<file path="src/hw/rtl/bfmc_pkg.sv">
// Shared constants, types and channel arithmetic of the box filter mip chain.
`default_nettype none

package bfmc_pkg;

    localparam int MAX_WIDTH_LOG2 = 12;
    localparam int MAX_LEVELS     = 12;

    localparam int COORD_W    = MAX_WIDTH_LOG2;
    localparam int LINE_DEPTH = 1 << MAX_WIDTH_LOG2;
    localparam int LINE_AW    = MAX_WIDTH_LOG2;
    localparam int LEVEL_N    = MAX_LEVELS + 1;
    localparam int LEVEL_W    = $clog2(LEVEL_N);

    localparam int EXP_W      = 4;
    localparam int OUT_LVL_W  = 4;
    localparam int CHAN_N     = 4;
    localparam int CHAN_W     = 8;
    localparam int PIX_W      = CHAN_N * CHAN_W;
    localparam int SUM_W      = CHAN_W + 1;
    localparam int PAIR_W     = CHAN_N * SUM_W;

    localparam int ADDR_W     = 4;
    localparam int DATA_W     = 32;

    // register index, taken from paddr[3:2]
    localparam logic [1:0] REG_WIDTH_LOG2  = 2'd0;
    localparam logic [1:0] REG_HEIGHT_LOG2 = 2'd1;
    localparam logic [1:0] REG_LEVEL_COUNT = 2'd2;

    localparam logic [EXP_W-1:0] WIDTH_LOG2_RST  = EXP_W'(8);
    localparam logic [EXP_W-1:0] HEIGHT_LOG2_RST = EXP_W'(8);
    localparam logic [EXP_W-1:0] LEVEL_COUNT_RST = EXP_W'(0);

    typedef struct packed {
        logic [EXP_W-1:0] width_log2;
        logic [EXP_W-1:0] height_log2;
        logic [EXP_W-1:0] level_count;
    } cfg_t;

    typedef struct packed {
        logic load_in;   // latch a base pixel, start at level 0
        logic step;      // run one level: advance its position, store or read
        logic emit;      // finish a reduced pixel into the output register
    } dp_cmd_t;

    typedef struct packed {
        logic cascade;   // current level completes a pixel of the next level
        logic out_busy;  // output register holds a beat not yet taken
    } dp_stat_t;

    function automatic logic [PAIR_W-1:0] pair_add(input logic [PIX_W-1:0] a,
                                                   input logic [PIX_W-1:0] b);
        logic [PAIR_W-1:0] s;
        s = '0;
        for (int i = 0; i < CHAN_N; i++) begin
            s[i*SUM_W +: SUM_W] = SUM_W'(a[i*CHAN_W +: CHAN_W]) +
                                  SUM_W'(b[i*CHAN_W +: CHAN_W]);
        end
        return s;
    endfunction

    function automatic logic [PIX_W-1:0] box_average(input logic [PAIR_W-1:0] top,
                                                     input logic [PAIR_W-1:0] bot);
        logic [PIX_W-1:0] v;
        logic [SUM_W:0]   t;
        v = '0;
        for (int i = 0; i < CHAN_N; i++) begin
            t = (SUM_W+1)'(top[i*SUM_W +: SUM_W]) + (SUM_W+1)'(bot[i*SUM_W +: SUM_W]);
            v[i*CHAN_W +: CHAN_W] = t[SUM_W:2];
        end
        return v;
    endfunction

endpackage

`default_nettype wire

</file>
<file path="src/hw/rtl/bfmc_regs.sv">
// APB configuration registers of the mip chain: image size and level count.
`default_nettype none

module bfmc_regs (
    input  wire logic                          clk,
    input  wire logic                          rst_n,
    input  wire logic                          psel,
    input  wire logic                          penable,
    input  wire logic                          pwrite,
    input  wire logic [bfmc_pkg::ADDR_W-1:0]   paddr,
    input  wire logic [bfmc_pkg::DATA_W-1:0]   pwdata,
    output logic      [bfmc_pkg::DATA_W-1:0]   prdata,
    output logic                               pready,
    output bfmc_pkg::cfg_t                     cfg,
    output logic                               cfg_wr
);

    bfmc_pkg::cfg_t   cfg_reg;
    bfmc_pkg::cfg_t   cfg_next;
    logic [1:0]       reg_idx;
    logic             wr_sel;

    assign reg_idx = paddr[3:2];
    assign pready  = 1'b1;
    assign wr_sel  = psel & penable & pwrite;
    assign cfg     = cfg_reg;

    // only a write that hits a register restarts the image
    always_comb
    begin
        cfg_next = cfg_reg;
        cfg_wr   = 1'b0;
        if (wr_sel)
        begin
            unique case (reg_idx)
                bfmc_pkg::REG_WIDTH_LOG2:
                begin
                    cfg_next.width_log2 = pwdata[bfmc_pkg::EXP_W-1:0];
                    cfg_wr              = 1'b1;
                end
                bfmc_pkg::REG_HEIGHT_LOG2:
                begin
                    cfg_next.height_log2 = pwdata[bfmc_pkg::EXP_W-1:0];
                    cfg_wr               = 1'b1;
                end
                bfmc_pkg::REG_LEVEL_COUNT:
                begin
                    cfg_next.level_count = pwdata[bfmc_pkg::EXP_W-1:0];
                    cfg_wr               = 1'b1;
                end
                default:
                    cfg_next = cfg_reg;
            endcase
        end
    end

    always_comb
    begin
        unique case (reg_idx)
            bfmc_pkg::REG_WIDTH_LOG2:
                prdata = bfmc_pkg::DATA_W'(cfg_reg.width_log2);
            bfmc_pkg::REG_HEIGHT_LOG2:
                prdata = bfmc_pkg::DATA_W'(cfg_reg.height_log2);
            bfmc_pkg::REG_LEVEL_COUNT:
                prdata = bfmc_pkg::DATA_W'(cfg_reg.level_count);
            default:
                prdata = '0;
        endcase
    end

    always_ff @(posedge clk or negedge rst_n)
    begin
        if (!rst_n)
        begin
            cfg_reg.width_log2  <= bfmc_pkg::WIDTH_LOG2_RST;
            cfg_reg.height_log2 <= bfmc_pkg::HEIGHT_LOG2_RST;
            cfg_reg.level_count <= bfmc_pkg::LEVEL_COUNT_RST;
        end
        else
        begin
            cfg_reg <= cfg_next;
        end
    end

endmodule

`default_nettype wire

</file>
<file path="config.mk">
export PLATFORM = sky130hd
export DESIGN_NAME = bfmc_regs
export DESIGN_NICKNAME = d
export VERILOG_FILES = /design/src/hw/rtl/bfmc_pkg.sv /design/src/hw/rtl/bfmc_regs.sv
export SDC_FILE = /design/constraint.sdc
export NUM_CORES = 1
export LEC_CHECK = 0
export BUFFER_PORTS_ARGS = -buffer_cell sky130_fd_sc_hd__buf_2
export CAP_MARGIN = 20
export CORE_MARGIN = 2
export CORE_UTILIZATION = 36
export DETAILED_ROUTE_END_ITERATION = 8
export PLACE_DENSITY = 0.8
export RECOVER_POWER = 25
export REMOVE_ABC_BUFFERS = 1
export SKIP_CTS_REPAIR_TIMING = 1
export SYNTH_ARGS = -nofsm -noshare
export SYNTH_HDL_FRONTEND = slang
export SYNTH_SLANG_ARGS = --single-unit
</file>
<file path="constraint.sdc">
create_clock -name clk -period 2.26 [get_ports clk]
set_clock_uncertainty 0.05 [all_clocks]
set_input_delay 0.452 -clock clk [delete_from_list [all_inputs] [get_ports clk]]
set_output_delay 0.452 -clock clk [all_outputs]
set_load 0.01 [all_outputs]
</file>
==> results.sh <==
export IMPL_first_pass_iters=2
export IMPL_synth_seq_area_share_pct=37.9
export IMPL_synth_area_sq_um=800
export IMPL_ir_worst_vdd_uv=333
export IMPL_ys_ff_latch=12
export IMPL_area_growth_pct=11.0
export IMPL_core_sq_um=2150
export IMPL_p_leak_uw=0.000472
export IMPL_synth_warnings=0
export IMPL_fill_cells=234
export IMPL_clk_pin_slew_ns=0.07
export IMPL_slew_viol_final=0
export IMPL_vias_per_cell=4.05
export IMPL_clockRootBuffer="clkbuf_4"
export IMPL_routed_wl_mm=1.35
export IMPL_crit_top_cell="buf_2"
export IMPL_placed_cells=126
export IMPL_clock_latency_ns=0.27
export IMPL_overflow=0
export IMPL_worstSetupPathType="in -> out"
export IMPL_cts_max_path_buffers=2
export IMPL_worstPathRequired_ns=1.76
export IMPL_multi_input_area_sq_um=369
export IMPL_largest_reg_flops=12
export IMPL_post_drt_wl_per_cell_um=10.3
export IMPL_antenna_found_initial=0
export IMPL_cts_sinks=12
export IMPL_ys_top_cells_by_area="dfrtp_1 31%, buf_4 27%, mux2_2 17%"
export IMPL_drv_cap=0
export IMPL_synth_top_area_cell="dfrtp_1"
export IMPL_track_usage_pct=10.2
export IMPL_drt_iter0_drc=8
export IMPL_path_max_fanout=9
export IMPL_grt_max_degree=13
export IMPL_power_density_nw_per_um2=771
export IMPL_nets=145
export IMPL_outcome="finished clean"
export IMPL_synth_top_area_share_pct=31.3
export IMPL_relSlewSlack_pct=57.9
export IMPL_rsz0062_at_grt="no"
export IMPL_grt_pass1_vias=474
export IMPL_place_congestion=0.664
export IMPL_grt_pass1_wl_mm=1.96
export IMPL_cts_buffers=3
export IMPL_tns_ns=0
export IMPL_row_count=17
export IMPL_seq_area_sq_um=303
export IMPL_critPathLaunchType="input pin"
export IMPL_syn_area_per_cell_sq_um=10.8
export IMPL_h_tree_depth=1
export IMPL_die_width_um=51.1
export IMPL_drtAntennaViolNets=0
export IMPL_synth_distinct_cells=15
export IMPL_synthCells=74
export IMPL_fmax_ghz=0.574
export IMPL_end_kind="primary output"
export IMPL_worst_slew_pin_slew_ns=0.632
export IMPL_worst_ep_arrival_time_ns=1.24
export IMPL_min_path_type="in -> reg"
export IMPL_num_antenna_cells=0
export IMPL_start_util_pct=37.2
export IMPL_hold_viol=0
export IMPL_dp_hpwl_mm=1.12
export IMPL_cpMaxStageDelayCell="nor2b_1"
export IMPL_setup_viol=0
export IMPL_slowest_delay_ns=0.30
export IMPL_period_needed_ns=1.74
export IMPL_drc=0
export IMPL_whs_ns=0.391
export IMPL_path_cells="buf_2 > nor2b_1 > nand2_1 > o21ai_0 > buf_2"
export IMPL_p_total_uw=684
export IMPL_numPortBuffers=27
export IMPL_vias=531
export IMPL_pin_count=87
export IMPL_die_area_sq_um=2610
export IMPL_cts_tree="done"
export IMPL_drive_gt1_share_pct=45.6
export IMPL_fin_crit_sh_pct=77.1
export IMPL_instances_no_fill=131
export IMPL_die_h_um=51.1
[logic make-up (layout without fill, tap and decap cells)]
family                 count (synthesis)  after routing  share of synthesized area (%)
flip-flops                            12             12                           37.9
other                                  2             29                          0.939
AND/OR/NAND/NOR                        9              9                           7.51
buffers and inverters                 30             32                           28.6
multiplexers                          16             16                           21.9
AO/OA/AOI/OAI                          5              5                           3.13
[final cells by class]
type / count / share of cell area (%)
repair buffers: 28 / 16.2
clock buffers: 4 / 4.09
well taps: 28 / 3.95
flip-flops and latches: 12 / 34.1
multi-input cells: 59 / 41.6
[report_power, final]
group          total, uW  switching (uW)  leakage (uW)  internal (uW)
clock                164            65.7     0.0000210           97.9
combinational        214             114      0.000307           99.9
sequential           306            35.3      0.000144            271
total                684             215      0.000472            469
[cell usage in the layout (no fill, tap or decap), types with 2 or more instances in the layout]
master | synthesis | layout
conb_1 | 2 | 29
buf_2 | 0 | 26
mux2_2 | 12 | 12
dfrtp_1 | 10 | 10
mux2i_1 | 4 | 4
nand2_1 | 4 | 4
o21ai_0 | 4 | 4
clkbuf_4 | 0 | 3
dfstp_2 | 2 | 2
[final timing paths]
kind / from / endpoint / slack (ns) / cells past startpoint
min: pwdata[0] / cfg[4]$_DFFE_PN0P_ / 0.39 / 2
min in group asynchronous: rst_n / cfg[3]$_DFFE_PN0P_ / 0.66 / 2
max in group asynchronous: rst_n / cfg[2]$_DFFE_PN0P_ / 1.10 / 2
max reg2reg: cfg[0]$_DFFE_PN0P_ / cfg[0]$_DFFE_PN0P_ / 1.43 / 1
max: paddr[3] / prdata[0] / 0.52 / 5
min reg2reg: cfg[10]$_DFFE_PN0P_ / cfg[10]$_DFFE_PN0P_ / 0.48 / 1
[metal layers]
| metal | part of all wire, % | vias to the layer above | global-route usage, % |
|---|---|---|---|
| met4 | 0 | 0 | 4.05 |
| met5 | 0 | - | 0 |
| met1 | 34 | 242 | 9.32 |
| li1 | - | 248 | - |
| met3 | 14 | 0 | 3.80 |
| met2 | 52 | 41 | 19.7 |
[worst max-delay path: cells and delay by family]
family,cells,cell delay [ns]
buffers and inverters,2,0.32
AO/OA/AOI/OAI,1,0.08
AND/OR/NAND/NOR,2,0.39
[cell usage after synthesis]
master,instances
buf_4,29
mux2_2,12
dfrtp_1,10
mux2i_1,4
nand2_1,4
o21ai_0,4
conb_1,2
dfstp_2,2
a21oi_1,1
buf_6,1
nand3_2,1
nor2b_1,1
nor3_1,1
nor3b_2,1
or3b_4,1
[per-stage QoR]
stage	worst slack, ns	area (sq um)	util (%)
floorplan	0.821	672	-
CTS	0.503	878	40.9
global placement	0.492	842	39.2
global route	0.397	887	41.3
finish	0.518	887	41.3
detailed placement	0.508	842	39.2
(Power assumes the default switching activity.)
