==> src/hw/rtl/bfmc_pkg.sv <==
// Shared constants, types and channel arithmetic of the box filter mip chain.
`default_nettype none

package bfmc_pkg;

    localparam int MAX_WIDTH_LOG2 = 12;
    localparam int MAX_LEVELS     = 12;

    localparam int COORD_W    = MAX_WIDTH_LOG2;
    localparam int LINE_DEPTH = 1 << MAX_WIDTH_LOG2;
    localparam int LINE_AW    = MAX_WIDTH_LOG2;
    localparam int LEVEL_N    = MAX_LEVELS + 1;
    localparam int LEVEL_W    = $clog2(LEVEL_N);

    localparam int EXP_W      = 4;
    localparam int OUT_LVL_W  = 4;
    localparam int CHAN_N     = 4;
    localparam int CHAN_W     = 8;
    localparam int PIX_W      = CHAN_N * CHAN_W;
    localparam int SUM_W      = CHAN_W + 1;
    localparam int PAIR_W     = CHAN_N * SUM_W;

    localparam int ADDR_W     = 4;
    localparam int DATA_W     = 32;

    // register index, taken from paddr[3:2]
    localparam logic [1:0] REG_WIDTH_LOG2  = 2'd0;
    localparam logic [1:0] REG_HEIGHT_LOG2 = 2'd1;
    localparam logic [1:0] REG_LEVEL_COUNT = 2'd2;

    localparam logic [EXP_W-1:0] WIDTH_LOG2_RST  = EXP_W'(8);
    localparam logic [EXP_W-1:0] HEIGHT_LOG2_RST = EXP_W'(8);
    localparam logic [EXP_W-1:0] LEVEL_COUNT_RST = EXP_W'(0);

    typedef struct packed {
        logic [EXP_W-1:0] width_log2;
        logic [EXP_W-1:0] height_log2;
        logic [EXP_W-1:0] level_count;
    } cfg_t;

    typedef struct packed {
        logic load_in;   // latch a base pixel, start at level 0
        logic step;      // run one level: advance its position, store or read
        logic emit;      // finish a reduced pixel into the output register
    } dp_cmd_t;

    typedef struct packed {
        logic cascade;   // current level completes a pixel of the next level
        logic out_busy;  // output register holds a beat not yet taken
    } dp_stat_t;

    function automatic logic [PAIR_W-1:0] pair_add(input logic [PIX_W-1:0] a,
                                                   input logic [PIX_W-1:0] b);
        logic [PAIR_W-1:0] s;
        s = '0;
        for (int i = 0; i < CHAN_N; i++) begin
            s[i*SUM_W +: SUM_W] = SUM_W'(a[i*CHAN_W +: CHAN_W]) +
                                  SUM_W'(b[i*CHAN_W +: CHAN_W]);
        end
        return s;
    endfunction

    function automatic logic [PIX_W-1:0] box_average(input logic [PAIR_W-1:0] top,
                                                     input logic [PAIR_W-1:0] bot);
        logic [PIX_W-1:0] v;
        logic [SUM_W:0]   t;
        v = '0;
        for (int i = 0; i < CHAN_N; i++) begin
            t = (SUM_W+1)'(top[i*SUM_W +: SUM_W]) + (SUM_W+1)'(bot[i*SUM_W +: SUM_W]);
            v[i*CHAN_W +: CHAN_W] = t[SUM_W:2];
        end
        return v;
    endfunction

endpackage

`default_nettype wire

==> src/hw/rtl/bfmc_ctrl.sv <==
// Sequencer of the mip chain: walks one base pixel up through the levels.
`default_nettype none

module bfmc_ctrl (
    input  wire logic                 clk,
    input  wire logic                 rst_n,
    input  wire logic                 in_valid,
    output logic                      in_ready,
    input  wire bfmc_pkg::dp_stat_t   stat,
    output bfmc_pkg::dp_cmd_t         cmd
);

    typedef enum logic [2:0] {
        ST_IDLE = 3'b001,
        ST_STEP = 3'b010,
        ST_READ = 3'b100
    } state_t;

    state_t state_reg;
    state_t state_next;

    assign in_ready = (state_reg == ST_IDLE);

    always_comb
    begin
        state_next = state_reg;
        cmd        = '0;
        unique case (state_reg)
            ST_IDLE:
            begin
                if (in_valid)
                begin
                    cmd.load_in = 1'b1;
                    state_next  = ST_STEP;
                end
            end
            ST_STEP:
            begin
                cmd.step   = 1'b1;
                state_next = stat.cascade ? ST_READ : ST_IDLE;
            end
            ST_READ:
            begin
                // line data waits in the RAM output until the output register frees
                if (!stat.out_busy)
                begin
                    // the next level always advances its position with the new pixel
                    cmd.emit   = 1'b1;
                    state_next = ST_STEP;
                end
            end
            default:
            begin
                state_next = ST_IDLE;
            end
        endcase
    end

    always_ff @(posedge clk or negedge rst_n)
    begin
        if (!rst_n)
        begin
            state_reg <= ST_IDLE;
        end
        else
        begin
            state_reg <= state_next;
        end
    end

endmodule

`default_nettype wire

==> config.mk <==
export PLATFORM = sky130hd
export DESIGN_NAME = bfmc_ctrl
export DESIGN_NICKNAME = d
export VERILOG_FILES = /design/src/hw/rtl/bfmc_pkg.sv /design/src/hw/rtl/bfmc_ctrl.sv
export SDC_FILE = /design/constraint.sdc
export NUM_CORES = 1
export LEC_CHECK = 0
export BUFFER_PORTS_ARGS = -buffer_cell sky130_fd_sc_hd__buf_2
export CAP_MARGIN = 20
export CORE_AREA = 2 2 39 41
export CTS_CLUSTER_SIZE = 30
export DETAILED_ROUTE_END_ITERATION = 8
export DIE_AREA = 0 0 41 43
export PLACE_DENSITY_LB_ADDON = 0.08
export SYNTH_ARGS = -nofsm -noshare
export SYNTH_HDL_FRONTEND = slang
export SYNTH_SLANG_ARGS = --single-unit
==> constraint.sdc <==
create_clock -name clk -period 1.45 [get_ports clk]
set_clock_uncertainty 0.2 [all_clocks]
set_input_delay 0.2175 -clock clk [delete_from_list [all_inputs] [get_ports clk]]
set_output_delay 0.2175 -clock clk [all_outputs]
set_load 0.02 [all_outputs]
==> results of run 1 <==
cell usage after synthesis:
library cell  count
nor3b_1           2
and4bb_1          1
dfstp_2           1
and4bb_2          1
dfrtp_1           2
nand3b_1          3
or3b_1            1
nor2_1            1
a211oi_1          1
a21oi_1           2
clkbuf_2          1
nor4b_1           1
worst paths after layout:
kind,startpoint,to,depth (start not counted)
worst max-delay path,state_reg[0]$_DFFE_PN1P_,cmd[2],2
worst min-delay path,stat[1],state_reg[2]$_DFFE_PN0P_,3
worst max register to register,state_reg[0]$_DFFE_PN1P_,state_reg[0]$_DFFE_PN1P_,3
worst min register to register,state_reg[2]$_DFFE_PN0P_,state_reg[0]$_DFFE_PN1P_,2
max in group asynchronous,rst_n,state_reg[0]$_DFFE_PN1P_,2
min in group asynchronous,rst_n,state_reg[1]$_DFFE_PN0P_,2
layout make-up:
type | count | area [um2]
fill | 151 | 1060
timing repair buffer | 13 | 85.1
multi-input combinational | 13 | 118
tap | 16 | 20.0
sequential | 3 | 77.6
clock buffer | 4 | 26.3
power groups by stage:
stage	Clock (W)	Sequential [W]	Combinational [W]
final	0.000148	0.000149	0.000221
after global placement	0	0.000161	0.000162
after global routing	0.000161	0.000153	0.000239
after detailed placement	0	0.000158	0.000160
after CTS	0.000153	0.000150	0.000213
after floorplan	0	0.000146	0.000108
per-layer routing:
layer  wire, um  global-route usage, %  up-vias
met5          0                      0        -
met4          0                      0        0
met3         44                   3.66        0
met2        203                   8.13        8
met1        235                   8.97       95
li1           -                      -       97
cell families (layout without fill, tap and decap cells):
kind of cell | Yosys count | after routing
buf+inv | 1 | 17
simple gates | 10 | 10
compound gates | 3 | 3
flops | 3 | 3
per-stage QoR:
step / area (um2) / hold slack (ps) / TNS (ps) / worst slack [ps]
after global routing: 327 / 55.7 / -519 / -163
after global placement: 256 / -186 / 0 / 50.5
after floorplan: 194 / -278 / -5.09 / -5.09
final: 327 / 52.9 / -312 / -144
after CTS: 318 / 48.4 / -361 / -144
after detailed placement: 256 / -184 / 0 / 42.8
placed cells by master, fill, tap and decap left out:
cell type	count
clkbuf_1	1
or3b_1	1
dfrtp_2	1
dfstp_2	1
buf_4	6
and4bb_2	1
dlygate4sd3_1	1
clkbuf_4	3
nor4b_2	1
nor3b_1	1
nor3b_2	1
a211oi_2	1
clkbuf_2	1
buf_2	5
dfrtp_1	1
nand3b_1	3
and4bb_1	1
nor2_1	1
a21oi_1	2
timing repair:
action,CTS,global route
hold buffers,1,0
endpoints found under the hold margin,3,0
pin swaps,1,0
gates resized for setup,3,3
buffers inserted,3,0
setup endpoints to repair,4,6
worst register-to-register path, stage by stage, from the launching register on:
cell and delay [ps]:
dfstp_2 570, buf_4 140, and4bb_2 240, a211oi_2 160
==> results.md, run 1 <==
- Outcome: finished with violations
- Failing checks: negative setup slack
- Cells after Synth: 17
- Lkg Pwr: 0.139 nW
- VDD IR max: 397 uV
- Synth-to-layout area growth: 78.8%
- Nets: 39
- Vias: 200
- Vias per inst: 4.08
- Register area share after synthesis: 41.8%
- Root Buffer: clkbuf_4
- Relative slew slack: 87.1%
- Final antenna diode count: 0
- Layout Cells excl Fill: 49
- Synthesized area: 183 um2
- Final Slew Violations: 0
- Top Family by Delay on Critical Path: flip-flops
- Worst Path Max Fanout: 5
- DRT Wirelength: 483 um
- Height of the die: 43 um
- Initial Util: 13.2%
- Yosys top cell by area: dfrtp_1
- Synth top area share: 27.4%
- Flop2flop setup slack: 60 ps
- Clk_lat worst skew: 230 ps
- Port buffer count: 8
- Simple-Gate Fraction of Synth Area: 45.9%
- Crit-path cells: and4bb_1, buf_4
- Slowest CP cell: dfstp_2
- Clock network fraction of design power: 28.6%
- RSZ-0062 raised after global routing: yes
- CP Data Arrival Time: 1180 ps
- Syn Nets: 22
- Endpoints failing setup: 4
- Library cells used by synthesis: 12
- DRT Pass-1 Iters: 2
- Hold/Removal Path Class: input pin to register
- Worst Tran Pin Value: 193 ps
- Share of cells above drive strength 1: 63.6%
- XOR/XNOR Fraction of Synth Area: 0%
- Violation count after the first detailed-routing iteration: 4
- Largest net degree at the start of global routing: 7
- Routability-driven placement congestion ratio: 0.669
- CP Launch Type: register
- DRC viols: 0
- Worst setup EP type: output pin
- Vias in the first global route: 185
- Max clock buf depth: 2
- Logic pwr share: 42.7%
- Routed len/inst: 9.86 um
- Gr ovfl total: 0
- Warnings, synthesis: 0
- Syn Area/Cell: 10.7 um2
- Pwr dens: 1590 nW/um2
- Setup Crit Path Kind: register to output pin
- CP max stage delay: 570 ps
- Worst-path clk slew: 40 ps
- Worst EP required: 1030 ps
- Reg power frac: 28.7%
- Pint: 0.000338 W
- Final Hold Viols: 0
- Psw: 0.000181 W
- Fin util: 23.6%
- Max H-tree Level: 1
- Compound-Gate Fraction of Synth Area: 9.59%
- CTS tree: done
- Initial antenna violation count: 0
- Fin worst setup slack: -144 ps
- Adder-cell area share of the yosys netlist: 0%
- Die footprint: 1760 um2
- Fmax: 627 MHz
- CTS Buf Count: 3
- Die Width: 41 um
- # IOs: 9
- Final period util: 110%
- Largest family of logic cells by synthesized area: simple AND/OR/NAND/NOR gates
- CTS sink cnt: 3
- Yosys reg bits: 3
- Core Rows: 14
- Number of buffer and inverter stages on the critical path: 1
- Tmin final: 1590 ps
- Final ANT Viol Nets: 0
- Power Total: 0.000518 W
- Max reg flops: 3
- First-pass GRT wire length: 738 um
- GRT Total Usage: 6.12%
- Placed Instances: 41
- Post-synthesis mux area share: 0%
- Top post-synthesis cells by area: dfrtp_1 27%, dfstp_2 14%, nand3b_1 12%
- Placeable Area: 1380 um2
- Max-cap violations: 0
- Switching share of total power: 34.8%
No activity file was read; power rests on OpenSTA's default activity.
==> run 2: changes to the inputs <==
--- a/config.mk
+++ b/config.mk
@@ -11,7 +11,9 @@
 export CTS_CLUSTER_SIZE = 30
 export DETAILED_ROUTE_END_ITERATION = 8
 export DIE_AREA = 0 0 41 43
+export GPL_TIMING_DRIVEN = 0
 export PLACE_DENSITY_LB_ADDON = 0.08
 export SYNTH_ARGS = -nofsm -noshare
 export SYNTH_HDL_FRONTEND = slang
 export SYNTH_SLANG_ARGS = --single-unit
+export TNS_END_PERCENT = 30
==> run 2 against run 1 <==
Against the previous run:
- the run still ends with negative setup slack left
- design area is 0.38% higher
- critical path depth stayed put
- combinational power about the same
- clock-buffer cell count did not move
- via count shrank 4.5%
- utilization rose by 0.090 points
- fmax hardly changed
- global-route usage is 0.81 points higher
- critical path type unchanged
==> results.md, run 2 (synthesis gave the netlist of run 1 again) <==
- Reg power frac: 29.8% (+1.1 points)
- Endpoints failing setup: 4 (unchanged)
- DRT Wirelength: 499 um (+3.3%)
- GRT Total Usage: 6.93% (+0.81 points)
- Height of the die: 43 um (unchanged)
- Die footprint: 1760 um2 (unchanged)
- Clk_lat worst skew: 240 ps (about the same)
- Vias in the first global route: 194 (+4.9%)
- Core Rows: 14 (unchanged)
- Max reg flops: 3 (unchanged)
- Routed len/inst: 10.2 um (+3.3%)
- Outcome: finished with violations
- Share of cells above drive strength 1: 66.7% (+3.0 points)
- Worst-path clk slew: 40 ps (about the same)
- Pwr dens: 1630 nW/um2 (+2.8%)
- RSZ-0062 raised after global routing: yes
- Clock network fraction of design power: 28.4% (-0.2 points)
- Max-cap violations: 0 (unchanged)
- Placed instance area: 249 um2 (-2.9%)
- CP Launch Type: register
- DRT Pass-1 Iters: 2 (unchanged)
- Placed Instances: 41 (unchanged)
- Worst Path Max Fanout: 5 (unchanged)
- Max H-tree Level: 1 (unchanged)
- First-pass GRT wire length: 800 um (+8.4%)
- Fmax: 628 MHz (about the same)
- Max clock buf depth: 2 (unchanged)
- Pint: 0.000348 W (+3.0%)
- Final ANT Viol Nets: 0 (unchanged)
- Routability-driven placement congestion ratio: 0.588 (-12%)
- Logic pwr share: 41.8% (-0.9 points)
- CTS Buf Count: 3 (unchanged)
- Synth-to-layout area growth: 79.5%
- Vias: 191 (-4.5%)
- Tmin final: 1590 ps (-1.06 ps)
- Psw: 0.000187 W (+3.6%)
- Setup Crit Path Kind: register to output pin
- Worst EP required: 1030 ps (about the same)
- Initial antenna violation count: 0 (unchanged)
- # IOs: 9 (unchanged)
- Fin Setup TNS: -404 ps (-91.6 ps)
- Violation count after the first detailed-routing iteration: 2 (-2)
- CP Data Arrival Time: 1180 ps (about the same)
- Relative slew slack: 88.6% (+1.5 points)
- Power Total: 0.000535 W (+3.2%)
- Final period util: 110% (about the same)
- Final Hold Viols: 0 (unchanged)
- Hold/Removal Path Class: input pin to register
- Largest net degree at the start of global routing: 11 (+4)
- Layout Cells excl Fill: 49 (unchanged)
- CTS tree: done
- Final antenna diode count: 0 (unchanged)
- Placeable Area: 1380 um2 (unchanged)
- Root Buffer: clkbuf_4
- Gr ovfl total: 0 (unchanged)
- Worst Tran Pin Value: 170 ps (-23.1 ps)
- Nets: 39 (unchanged)
- VDD IR max: 559 uV (+41%)
- Final instance area: 328 um2 (+0.38%)
- Fin util: 23.7% (+0.090 points)
- Failing checks: negative setup slack
- Final Slew Violations: 0 (unchanged)
- Die Width: 41 um (unchanged)
- Port buffer count: 8 (unchanged)
- CTS sink cnt: 3 (unchanged)
- DRC viols: 0 (unchanged)
- Fin worst setup slack: -143 ps (+1.06 ps)
- Lkg Pwr: 0.138 nW (-0.94%)
- Switching share of total power: 34.9% (+0.12 points)
- Most frequent cells in the layout: 6 x buf_2, 6 x buf_4, 3 x nand3b_1, 3 x clkbuf_4
- Initial Util: 13.2% (unchanged)
- Worst setup EP type: output pin
- Vias per inst: 3.90 (-4.5%)
[run 2: cell types whose count changed in the layout (fill, tap and decap cells not counted), sizes merged]
cell,change
buf,+1
clkbuf,-1
[run 2: power groups by stage]
stage / Sequential [W] / Combinational [W] / Clock [W]
2_1_floorplan: 0.000145 / 0.000103 / 0
3_3_place_gp: 0.000160 / 0.000144 / 0
3_5_place_dp: 0.000158 / 0.000144 / 0
4_1_cts: 0.000158 / 0.000205 / 0.000156
5_1_grt: 0.000168 / 0.000242 / 0.000167
6_report: 0.000160 / 0.000224 / 0.000152
[run 2: worst paths after layout]
kind | slack (ps) | to | from | cells past startpoint
setup / recovery | -140 | cmd[2] | state_reg[0]$_DFFE_PN1P_ | 2
hold / removal | 50 | state_reg[2]$_DFFE_PN0P_ | stat[1] | 3
setup reg to reg | 50 | state_reg[0]$_DFFE_PN1P_ | state_reg[2]$_DFFE_PN0P_ | 4
hold reg to reg | 330 | state_reg[0]$_DFFE_PN1P_ | state_reg[2]$_DFFE_PN0P_ | 1
max in group asynchronous | 760 | state_reg[0]$_DFFE_PN1P_ | rst_n | 2
min in group asynchronous | 100 | state_reg[2]$_DFFE_PN0P_ | rst_n | 2
[run 2: per-stage QoR]
stage	hold WS [ps]	setup WS [ps]
floorplan	-278	-82.3
global placement	-187	32.0
detailed placement	-185	44.8
CTS	52.6	-144
global route	62.6	-184
finish	49.4	-143
[run 2: layout make-up]
cell class / instances / area [um2]
repair buffers: 13 / 85.1
clock buffers: 4 / 26.3
flip-flops and latches: 3 / 78.8
multi-input cells: 13 / 118
fillers: 151 / 1060
well taps: 16 / 20.0
[run 2: repair_timing]
action | CTS | global route
pin swaps | 1 | 2
hold buffers | 1 | 0
gates resized for setup | 4 | 2
endpoints found under the setup margin | 4 | 5
setup buffers | 3 | 1
hold endpoints to repair | 3 | 0
[run 2: critical path, stage by stage, from the launching register on]
cell and delay [ps]:
dfstp_2 570, and4bb_1 220, buf_4 150
[run 2: metal layers]
layer	up-vias	part of all wire, %	GRT usage, %
li1	97	-	-
met1	85	47	9.32
met2	9	41	8.75
met3	0	11	6.28
met4	0	0	0
met5	-	0	0
==> run 3: changes to the inputs <==
--- a/config.mk
+++ b/config.mk
@@ -7,6 +7,8 @@
 export LEC_CHECK = 0
 export BUFFER_PORTS_ARGS = -buffer_cell sky130_fd_sc_hd__buf_2
 export CAP_MARGIN = 20
+export CELL_PAD_IN_SITES_DETAIL_PLACEMENT = 1
+export CELL_PAD_IN_SITES_GLOBAL_PLACEMENT = 1
 export CORE_AREA = 2 2 39 41
 export CTS_CLUSTER_SIZE = 30
 export DETAILED_ROUTE_END_ITERATION = 8
==> run 3 against run 2 <==
Against the previous run:
- the run still ends with negative setup slack left
- flip-flop and latch count did not move
- die area did not move
- non-clock buffer count fell by 2
- design area fell by 4.2%
- critical path type unchanged
- via count fell by 2.1%
- routed wire length fell by 0.80%
- utilization fell by 0.99 points
- largest power group unchanged
==> results.md, run 3 (synthesis gave the netlist of run 1 again) <==
- Outcome: finished with violations
- Failing checks: negative setup slack
- Gr ovfl total: 0 (unchanged)
- Crit. path cell count: 2 (unchanged)
- Root Buffer: clkbuf_4
- Height of the die: 43 um (unchanged)
- Endpoints failing setup: 4 (unchanged)
- Routed met3 length: 25 um (-56%)
- Final period util: 111% (+1.4 points)
- Tmin final: 1610 ps (+20.9 ps)
- Share of cells above drive strength 1: 61.3% (-5.4 points)
- Vias per inst: 3.98 (+2.1%)
- Vias: 187 (-2.1%)
- Hold Startpoint: in_valid
- Switching share of total power: 34.7% (-0.20 points)
- Violation count after the first detailed-routing iteration: 3 (+1)
- Core Rows: 14 (unchanged)
- Initial antenna violation count: 0 (unchanged)
- Flop2flop setup slack: 110 ps (+60 ps)
- Worst EP required: 1030 ps (about the same)
- Placeable Area: 1380 um2 (unchanged)
- GRT Total Usage: 7.22% (+0.29 points)
- Logic pwr share: 37.8% (-4.0 points)
- Initial Util: 13.2% (unchanged)
- Dpl hpwl: 334 um
- Routed len/inst: 10.5 um (+3.4%)
- Fin worst setup slack: -164 ps (-20.9 ps)
- Clk_lat worst skew: 230 ps (about the same)
- Reg2Reg Depth: 3 (-1)
- Max clock buf depth: 2 (unchanged)
- Die footprint: 1760 um2 (unchanged)
- RSZ-0062 raised after global routing: yes
- Max H-tree Level: 1 (unchanged)
- Routed metal-1 wire length: 269 um (+14%)
- Worst setup EP type: output pin
- Commonest non-fill, non-tap cell in the layout: buf_2
- Final Hold Viols: 0 (unchanged)
- Fin util: 22.7% (-0.99 points)
- Synth-to-layout area growth: 71.9%
- Most frequent cells in the layout: 5 x buf_2, 4 x buf_4, 3 x nand3b_1, 3 x clkbuf_4
- Worst Path Max Fanout: 8 (+3)
- Die Width: 41 um (unchanged)
- Final Slew Violations: 0 (unchanged)
- Largest net degree at the start of global routing: 11 (unchanged)
- CTS sink cnt: 3 (unchanged)
- Crit-path cells: and4bb_1, buf_6
- Reg power frac: 33.2% (+3.4 points)
- CTS tree: done
- Pint: 0.000328 W (-5.7%)
- Psw: 0.000175 W (-6.5%)
- Routability-driven placement congestion ratio: 0.617 (+4.9%)
- Vias in the first global route: 216 (+11%)
- # IOs: 9 (unchanged)
- Max-cap violations: 0 (unchanged)
- Hold/Removal Path Class: input pin to register
- Pwr dens: 1600 nW/um2 (-1.9%)
- Final antenna diode count: 0 (unchanged)
- Worst Tran Pin Value: 203 ps (+33.2 ps)
- Number of buffer and inverter stages on the critical path: 1 (unchanged)
- Worst-path clk slew: 40 ps (about the same)
- Port buffer count: 8 (unchanged)
- R2R Path End: state_reg[0]$_DFFE_PN1P_
- Hold path depth: 3 (unchanged)
- DRT Wirelength: 495 um (-0.80%)
- Nets: 37 (-5.1%)
- Setup Crit Path Kind: register to output pin
- CP max stage delay: 590 ps (+20 ps)
- Lkg Pwr: 0.128 nW (-7.1%)
- Power Total: 0.000503 W (-6.0%)
- DRT Pass-1 Iters: 2 (unchanged)
- R2R Path Start: state_reg[1]$_DFFE_PN0P_
- CP Data Arrival Time: 1200 ps (+20 ps)
- CP Launch Type: register
- Relative slew slack: 86.4% (-2.3 points)
- CTS Buf Count: 3 (unchanged)
- First-pass GRT wire length: 834 um (+4.3%)
- DRC viols: 0 (unchanged)
- Highest routed layer: met3
- VDD IR max: 318 uV (-43%)
- Max reg flops: 3 (unchanged)
- Final ANT Viol Nets: 0 (unchanged)
- Routed wire length on met2: 201 um (-2.0%)
- Slowest CP cell: dfstp_2
- Top Family by Delay on Critical Path: flip-flops
- Clock network fraction of design power: 29.0% (+0.6 points)
- Fmax: 620 MHz (-1.3%)
- Hold Path Sink: state_reg[1]$_DFFE_PN0P_
run 3: cell count changes in the layout (fill, tap and decap cells not counted), sizes merged:
cell,change
buf,-2
run 3: power groups by stage:
stage               registers, W  logic (W)  clock network, W
finish                  0.000167   0.000190          0.000146
global route            0.000175   0.000205          0.000167
CTS                     0.000169   0.000192          0.000154
detailed placement      0.000161   0.000146                 0
global placement        0.000159   0.000145                 0
floorplan               0.000145   0.000103                 0
run 3: worst reg2reg max path: stages (launching register included):
cell      delay (ps)
dfrtp_2          440
and4bb_1         260
buf_4            130
a211oi_1         210
run 3: area by class of cell:
| class | count | area (um2) |
|---|---|---|
| clock buffers | 4 | 26.3 |
| fillers | 169 | 1070 |
| multi-input cells | 13 | 113 |
| flip-flops and latches | 3 | 78.8 |
| well taps | 16 | 20.0 |
| repair buffers | 11 | 76.3 |
run 3: repair_timing:
item	in CTS	in global routing
setup buffers	2	0
hold buffers	1	0
gates resized for setup	6	1
pin swaps	2	0
setup endpoints to repair	4	4
hold endpoints to repair	3	0
run 3: layer usage:
layer  vias to the layer above  GRT usage, %
met3                         0          3.14
met1                        86          8.97
li1                         94             -
met2                         7          9.06
met5                         -             0
met4                         0          6.00
run 3: worst max path at each step:
stage	startpoint	to
4_1_cts	state_reg[0]$_DFFE_PN1P_	cmd[2]
3_5_place_dp	state_reg[0]$_DFFE_PN1P_	in_ready
3_3_place_gp	state_reg[0]$_DFFE_PN1P_	cmd[2]
2_1_floorplan	state_reg[0]$_DFFE_PN1P_	in_ready
5_1_grt	state_reg[0]$_DFFE_PN1P_	cmd[2]
6_report	state_reg[0]$_DFFE_PN1P_	cmd[2]
run 3: metrics by stage:
stage | hold WS, ps | cell area (um2) | setup slack [ps] | cells | TNS, ps
final | 67.7 | 314 | -164 | 47 | -408
after global routing | 64.1 | 314 | -235 | 47 | -733
after CTS | 61.5 | 312 | -185 | 47 | -514
after detailed placement | -185 | 249 | 27.1 | 41 | 0
after global placement | -188 | 249 | 46.3 | 41 | 0
after floorplan | -278 | 189 | -82.3 | 17 | -82.3
